--- src/rtl/cmsu_pkg.sv ---
// ----------------------------------------------------------------------------
// cmsu_pkg: shared types and constants for the count-max sketch update
// Holds the flow key layout, the bucket entry layout, the hash multiplier
// and the defaults for the block's parameters and configuration register.
// ----------------------------------------------------------------------------
package cmsu_pkg;

	// Hash multiplier applied before each key field is folded in
	localparam logic [31:0] HASH_MUL = 32'd397;

	// Default sizes
	localparam int BUCKETS_DEF = 8192;
	localparam int ROWS_DEF    = 2;

	// Bucket count register
	localparam int              CFG_W     = 14;
	localparam logic [CFG_W-1:0] CFG_RESET = 14'd8192;

	// Five-tuple flow key, 112 bits
	typedef struct packed {
		logic [31:0] src_ip;
		logic [31:0] dst_ip;
		logic [15:0] src_port;
		logic [15:0] dst_port;
		logic [15:0] proto;
	} key_t;

	// One bucket: stored key and its counter
	typedef struct packed {
		key_t        key;
		logic [31:0] count;
	} entry_t;

endpackage

--- src/rtl/cmsu_index_unit.sv ---
// ----------------------------------------------------------------------------
// cmsu_index_unit: flow hash and iterative bucket index
// Folds the key into a 32-bit hash over four multiply-and-XOR steps, then
// reduces it modulo the bucket count with a restoring remainder unit that
// retires one dividend bit per cycle. Pulses done with the index.
// ----------------------------------------------------------------------------
module cmsu_index_unit #(
	parameter int IDX_W = 13
) (
	input  logic                       clk,
	input  logic                       arst_n,
	input  logic                       start,
	input  cmsu_pkg::key_t             key,
	input  logic [cmsu_pkg::CFG_W-1:0] divisor,
	output logic                       done,
	output logic [IDX_W-1:0]           idx
);
	import cmsu_pkg::*;

	typedef enum logic [2:0] {
		IU_IDLE = 3'b001,
		IU_HASH = 3'b010,
		IU_DIV  = 3'b100
	} iu_state_t;

	localparam logic [4:0] HASH_LAST = 5'd3;
	localparam logic [4:0] DIV_LAST  = 5'd31;

	iu_state_t        state_q;
	logic [4:0]       step_q;
	logic             done_q;
	logic [31:0]      hash_q;
	logic [CFG_W-1:0] rem_q;
	logic [CFG_W-1:0] div_q;

	logic [31:0]      hash_mul;
	logic [31:0]      fold_field;
	logic [31:0]      hash_next;
	logic [CFG_W:0]   trial;
	logic [CFG_W:0]   trial_sub;
	logic             trial_ge;
	logic [CFG_W-1:0] rem_next;

	// One hash step: multiply, then fold in the next key field
	assign hash_mul = hash_q * HASH_MUL;

	always_comb begin
		case (step_q[1:0])
			2'd0:    fold_field = key.dst_ip;
			2'd1:    fold_field = {16'd0, key.src_port};
			2'd2:    fold_field = {16'd0, key.dst_port};
			2'd3:    fold_field = {16'd0, key.proto};
			default: fold_field = '0;
		endcase
	end

	assign hash_next = hash_mul ^ fold_field;

	// One remainder step: shift in the next dividend bit, subtract if it fits
	assign trial     = {rem_q, hash_q[31]};
	assign trial_sub = trial - {1'b0, div_q};
	assign trial_ge  = trial >= {1'b0, div_q};
	assign rem_next  = trial_ge ? trial_sub[CFG_W-1:0] : trial[CFG_W-1:0];

	// Sequencer
	always_ff @(posedge clk or negedge arst_n) begin
		if (!arst_n) begin
			state_q <= IU_IDLE;
			step_q  <= '0;
			done_q  <= 1'b0;
		end else begin
			done_q <= 1'b0;
			case (state_q)
				IU_IDLE: begin
					if (start) begin
						state_q <= IU_HASH;
						step_q  <= '0;
					end
				end
				IU_HASH: begin
					if (step_q == HASH_LAST) begin
						state_q <= IU_DIV;
						step_q  <= '0;
					end else begin
						step_q <= step_q + 5'd1;
					end
				end
				IU_DIV: begin
					if (step_q == DIV_LAST) begin
						state_q <= IU_IDLE;
						done_q  <= 1'b1;
					end
					step_q <= step_q + 5'd1;
				end
				default: begin
					state_q <= IU_IDLE;
				end
			endcase
		end
	end

	// Datapath: hash register doubles as the dividend shift register
	always_ff @(posedge clk) begin
		case (state_q)
			IU_IDLE: begin
				if (start) begin
					hash_q <= key.src_ip;
					div_q  <= divisor;
				end
			end
			IU_HASH: begin
				hash_q <= hash_next;
				if (step_q == HASH_LAST) begin
					rem_q <= '0;
				end
			end
			IU_DIV: begin
				rem_q  <= rem_next;
				hash_q <= {hash_q[30:0], 1'b0};
			end
			default: begin
				hash_q <= hash_q;
			end
		endcase
	end

	assign done = done_q;
	assign idx  = IDX_W'(rem_q);

`ifndef ASSERT_OFF
	// Partial remainder stays below the divisor throughout the division
	a_rem_below_div: assert property (@(posedge clk) disable iff (!arst_n)
		(state_q == IU_DIV) |-> (rem_q < div_q))
		else $error("remainder not below divisor");

	// Done is a single-cycle pulse
	a_done_pulse: assert property (@(posedge clk) disable iff (!arst_n)
		done_q |=> !done_q)
		else $error("done held for more than one cycle");
`endif

endmodule

--- config.mk ---
export PLATFORM = sky130hd
export DESIGN_NAME = cmsu_index_unit
export DESIGN_NICKNAME = d
export VERILOG_FILES = /design/src/rtl/cmsu_pkg.sv /design/src/rtl/cmsu_index_unit.sv
export SDC_FILE = /design/constraint.sdc
export NUM_CORES = 1
export LEC_CHECK = 0
export ABC_AREA = 1
export BUFFER_PORTS_ARGS = -buffer_cell sky130_fd_sc_hd__buf_2
export CAP_MARGIN = 20
export CORE_MARGIN = 1
export CORE_UTILIZATION = 56
export DETAILED_ROUTE_END_ITERATION = 12
export PLACE_DENSITY = 0.78
export SYNTH_ARGS = -nofsm -noshare
export SYNTH_HDL_FRONTEND = slang
export SYNTH_SLANG_ARGS = --single-unit
--- constraint.sdc ---
create_clock -name clk -period 6.8 [get_ports clk]
set_input_delay 0.68 -clock clk [delete_from_list [all_inputs] [get_ports clk]]
set_output_delay 0.68 -clock clk [all_outputs]
set_load 0.02 [all_outputs]
## Yosys cells after proc, flatten, opt, wreduce, memory -nomap -nowiden

Index checks and enable logic that the tools add are counted.

| word-level totals | value |
|---|---|
| input bits | 129 |
| output and inout port bits | 14 |
| logic and storage cells | 44 |
| register bits | 69 |

| operators by class | value |
|---|---|
| reduce and logical (&&, ||, !) cells | 7 |
| $add $sub $neg | 2 |
| equality and inequality tests | 11 |
| mux-type cells | 15 |
| multipliers | 1 |
| magnitude comparators | 1 |
| bitwise operators | 1 |

Operators with widths:

| cell | number |
|---|---|
| $pmux W32 S4 | 1 |
| $pmux W32 S3 | 1 |
| $mul A32 B9 Y32 const B | 1 |
| $mux W32 | 1 |
| $xor A32 B32 Y32 | 1 |
| $mux W14 | 2 |
| $pmux W14 S2 | 1 |
| $ge A15 B14 Y1 | 1 |
| $pmux W5 S3 | 1 |
| $sub A14 B14 Y14 | 1 |
| $mux W5 | 2 |
| $mux W3 | 3 |
| $pmux W3 S3 | 1 |
| $ne A2 B2 Y1 const B | 3 |
| $reduce_and A2 Y1 | 3 |
| $add A5 B1 Y5 const B | 1 |
| $eq A5 B2 Y1 const B | 1 |
| $eq A5 B5 Y1 const B | 1 |
| $eq A2 B2 Y1 const B | 2 |
| $eq A3 B1 Y1 const B | 1 |
| $eq A3 B2 Y1 const B | 1 |
| $eq A3 B3 Y1 const B | 1 |
| $reduce_and A3 Y1 | 1 |
| $reduce_bool A3 Y1 | 1 |
| 4 further kinds | 5 |

## Depth between registers and ports, before layout

| depth | value |
|---|---|
| depth in word-level cells | 4 |
| mapped depth | 21 |
| mapped depth without buffers | 21 |

## Worst setup path before layout

OpenSTA, ideal clock, no wires.

| timing | value |
|---|---|
| path kind | reg2reg |
| start | register hash_q[11] |
| end | register hash_q[25] (data pin) |
| data arrival time | 3,597 ps |
| stages on the path, launching flop included | 17 |
| slack | 2,950 ps |
| setup time | 254 ps |
| period minus slack after synthesis | 3,850 ps |
| path buffers | 0 |
| required time | 6,546 ps |
| cells stage by stage | edfxtp_1 ha_1 fa_1 fa_1 inv_1 fa_1 inv_1 ha_1 nand2_1 nor2_1 inv_1 nor3_1 nand4_1 nand3_1 nand2_1 nand3_1 nand2_1 |

| on the way | value |
|---|---|
| cells in the longest elaborated chain, start to end | 3 |

RTL lines:

| what | line | source |
|---|---|---|
| start: declaration | cmsu_index_unit.sv:32 | `logic [31:0] hash_q;` |
| start signal: assignment | cmsu_index_unit.sv:107 | `hash_q <= key.src_ip;` |
| start signal: assignment | cmsu_index_unit.sv:112 | `hash_q <= hash_next;` |
| start signal: assignment | cmsu_index_unit.sv:119 | `hash_q <= {hash_q[30:0], 1'b0};` |
| $mul A32 B9 Y32 | cmsu_index_unit.sv:45 | `assign hash_mul = hash_q * HASH_MUL;` |
| $xor A32 B32 Y32 | cmsu_index_unit.sv:57 | `assign hash_next = hash_mul ^ fold_field;` |
| $pmux W32 S3 | cmsu_index_unit.sv:104 | `case (state_q)` |

No other way between the ends.
A chain may end at the register's enable or synchronous reset.

## Worst setup path after layout

| timing | value |
|---|---|
| start | register hash_q[13] |
| end | register hash_q[22] (data pin) |

The elaborated chain is that of the path after synthesis.

==> metrics.cfg <==
[route]
vias_per_cell=5.36
m1WireLength_um=11100
top_layer=met4
drt_iter0_drc=788
drc=0
wl_met3_um=1620
drt_wl_total_um=25500
vias=8935
avgRoutedWirePerCell_um=15.3
dr.pass1.iters=5
ant_nets=0
wl_met2_um=12000

[sta]
setup_viol=0
fin_crit_sh=0.647
skew_ps=15.2
setup_slack_ps=2400
hold_violations=0
grt_setup_unrepaired=no
hold_slack_ps=165
min_period_ps=4400
slew_headroom=0.274
fmax_mhz=227
drv_slew=0
fin_setup_tns_ps=0
tightest_slew_ps=1090

[final_layout]
layout-drive-gt1-share=0.122
nets=1770
final_common_cell=nand2_1
utilization=0.638
mostFrequentLayoutCells=nand2_1 (324), inv_1 (269), buf_2 (142)
fillers=1528
syn2layout_area_growth_pct=11.5

[placed_design]
port_buffers=142
dpl.hpwl_um=20800
gp_congestion=0.973
pre_cts_ws_ps=2460

[job]
maxCapViolations=0

[yosys]
synth_top_family_by_area=adder cells
synth_compound_area_frac=0.0919
synth_edf_count=60
ys_seq_area_frac=0.206
ys_types=35
synth_fa_ha_area_frac=0.318
yosys.area.top_type_share=0.183
synth_top_cell_by_area=edfxtp_1
ys_warn_count=0
synth_ff_type=edfxtp_1
post_synth_and_or_nand_nor_area_fraction=0.231
synth_xor_area_frac=0.0293
syn-num-nets=1648
avgSynthCellArea_um2=7.51
synthArstFlopShare=0.130
syn_inst=1313
synthMuxAreaShare=0
synth_seq_cells=69
netlist_area_um2=9860
synth_area_leaders=edfxtp_1 (18%), ha_1 (17%), fa_1 (15%)

[global_routing]
grt_max_degree=44
grt_pass1_vias=8743
overflow=0
grt_pass1_wl_um=42200
grt_util_all_layers=0.299
antenna_found_initial=1

[clock_tree]
postCtsSetupBuffers=0
cts_tree=yes
clk_pin_slew_worst_paths_ps=70
htreeDepth=3
post_cts_resized=0
cts_hold_buf=0
clock_latency_ps=360
cts_buffer_depth=2
cts.sinks=69
cts_buffers=9
cts.root.buffer_cell=clkbuf_16

[floorplan]
die_area_um2=18100
num_io_pins=143
rows=48
die_h_um=135
design.core.area_um2=17200
die_width_um=135
initial_core_util=0.572

[setup_path]
critPathCaptureType=flip-flop
startpoint_type=flip-flop
setup.worst_path.class=flip-flop to flip-flop
crit_path_max_fanout=6
arrival_ps=4500
cp.required_ps=6900

[outcome]
status=complete, no violations

[worst_hold_path]
hp-class=primary input to async pin

synth_stat cells, types with 4 or more instances:
cell / n
a31oi_1: 4
nand4_1: 17
inv_1: 269
a22o_1: 16
buf_4: 13
o21bai_1: 10
nand3_1: 75
o22ai_1: 11
nor3_1: 11
dfrtp_1: 8
xor2_1: 20
clkbuf_1: 12
nor2_1: 91
nand3b_1: 13
fa_1: 74
a21oi_1: 61
ha_1: 132
nand2_1: 324
o21ai_0: 49
a21o_1: 4
edfxtp_1: 60
buf_2: 8
xnor2_1: 13
through the flow:
step | area [um2] | cells
after detailed placement | 10700 | 1648
after global routing | 11000 | 1666
after global placement | 10700 | 1648
after CTS | 11000 | 1664
after floorplan | 9860 | 1313
final | 11000 | 1666
final timing paths:
| path | depth (start not counted) | slack, ps | from | to |
|---|---|---|---|---|
| setup / recovery | 16 | 2400 | hash_q[13] | hash_q[22] |
| hold / removal | 1 | 160 | arst_n | done |
| setup reg to reg | 16 | 2400 | hash_q[13] | hash_q[22] |
| hold reg to reg | 2 | 580 | step_q[4] | step_q[4] |
| max in group asynchronous | 1 | 6380 | arst_n | state_q[0] |
| min in group clk | 1 | 500 | divisor[3] | div_q[3] |
critical path, stage by stage (launching register included):
cell,delay (ps)
edfxtp_1,570
ha_1,400
fa_1,490
fa_1,570
inv_1,70
fa_1,540
inv_1,40
ha_1,330
nand2_1,110
nor2_1,150
inv_1,90
nor2_1,270
nand4_1,140
nand3b_1,170
nand2_1,70
nand2_1,60
o21bai_1,70
metal layers:
metal,up-vias,global-route usage
met3,59,0.0357
met4,0,0.116
met2,352,0.516
met5,-,0
met1,4101,0.383
li1,4423,-
final cells by class:
| class | count | area [um2] | area share |
|---|---|---|---|
| clock inverter | 7 | 73.8 | 0.00672 |
| inverter | 272 | 1020 | 0.0931 |
| clock buffer | 9 | 225 | 0.0205 |
| sequential | 69 | 2030 | 0.185 |
| antenna | 1 | 2.50 | 0.000228 |
| multi-input combinational | 937 | 6610 | 0.601 |
| tap | 225 | 282 | 0.0256 |
| timing repair buffer | 146 | 748 | 0.0681 |
cells by family (layout without fill, tap and decap cells):
| family | Yosys count | count (layout) |
|---|---|---|
| adders and majority gates | 206 | 206 |
| other | 0 | 1 |
| buffers and inverters | 307 | 434 |
| DFF | 69 | 69 |
| AOI/OAI and AO/OA | 157 | 157 |
| xor gates and xnor gates | 33 | 33 |
| and+or+nand+nor | 541 | 541 |
sequential cells by signal (all words and copies together), names as in the netlist:
signal and count:
div_q 14, done 1, hash_q 32, rem_q 14, state_q 3, step_q 5
Power is not shown: default switching activity piles up to over one toggle a cycle in this logic, so the estimate is an artifact.
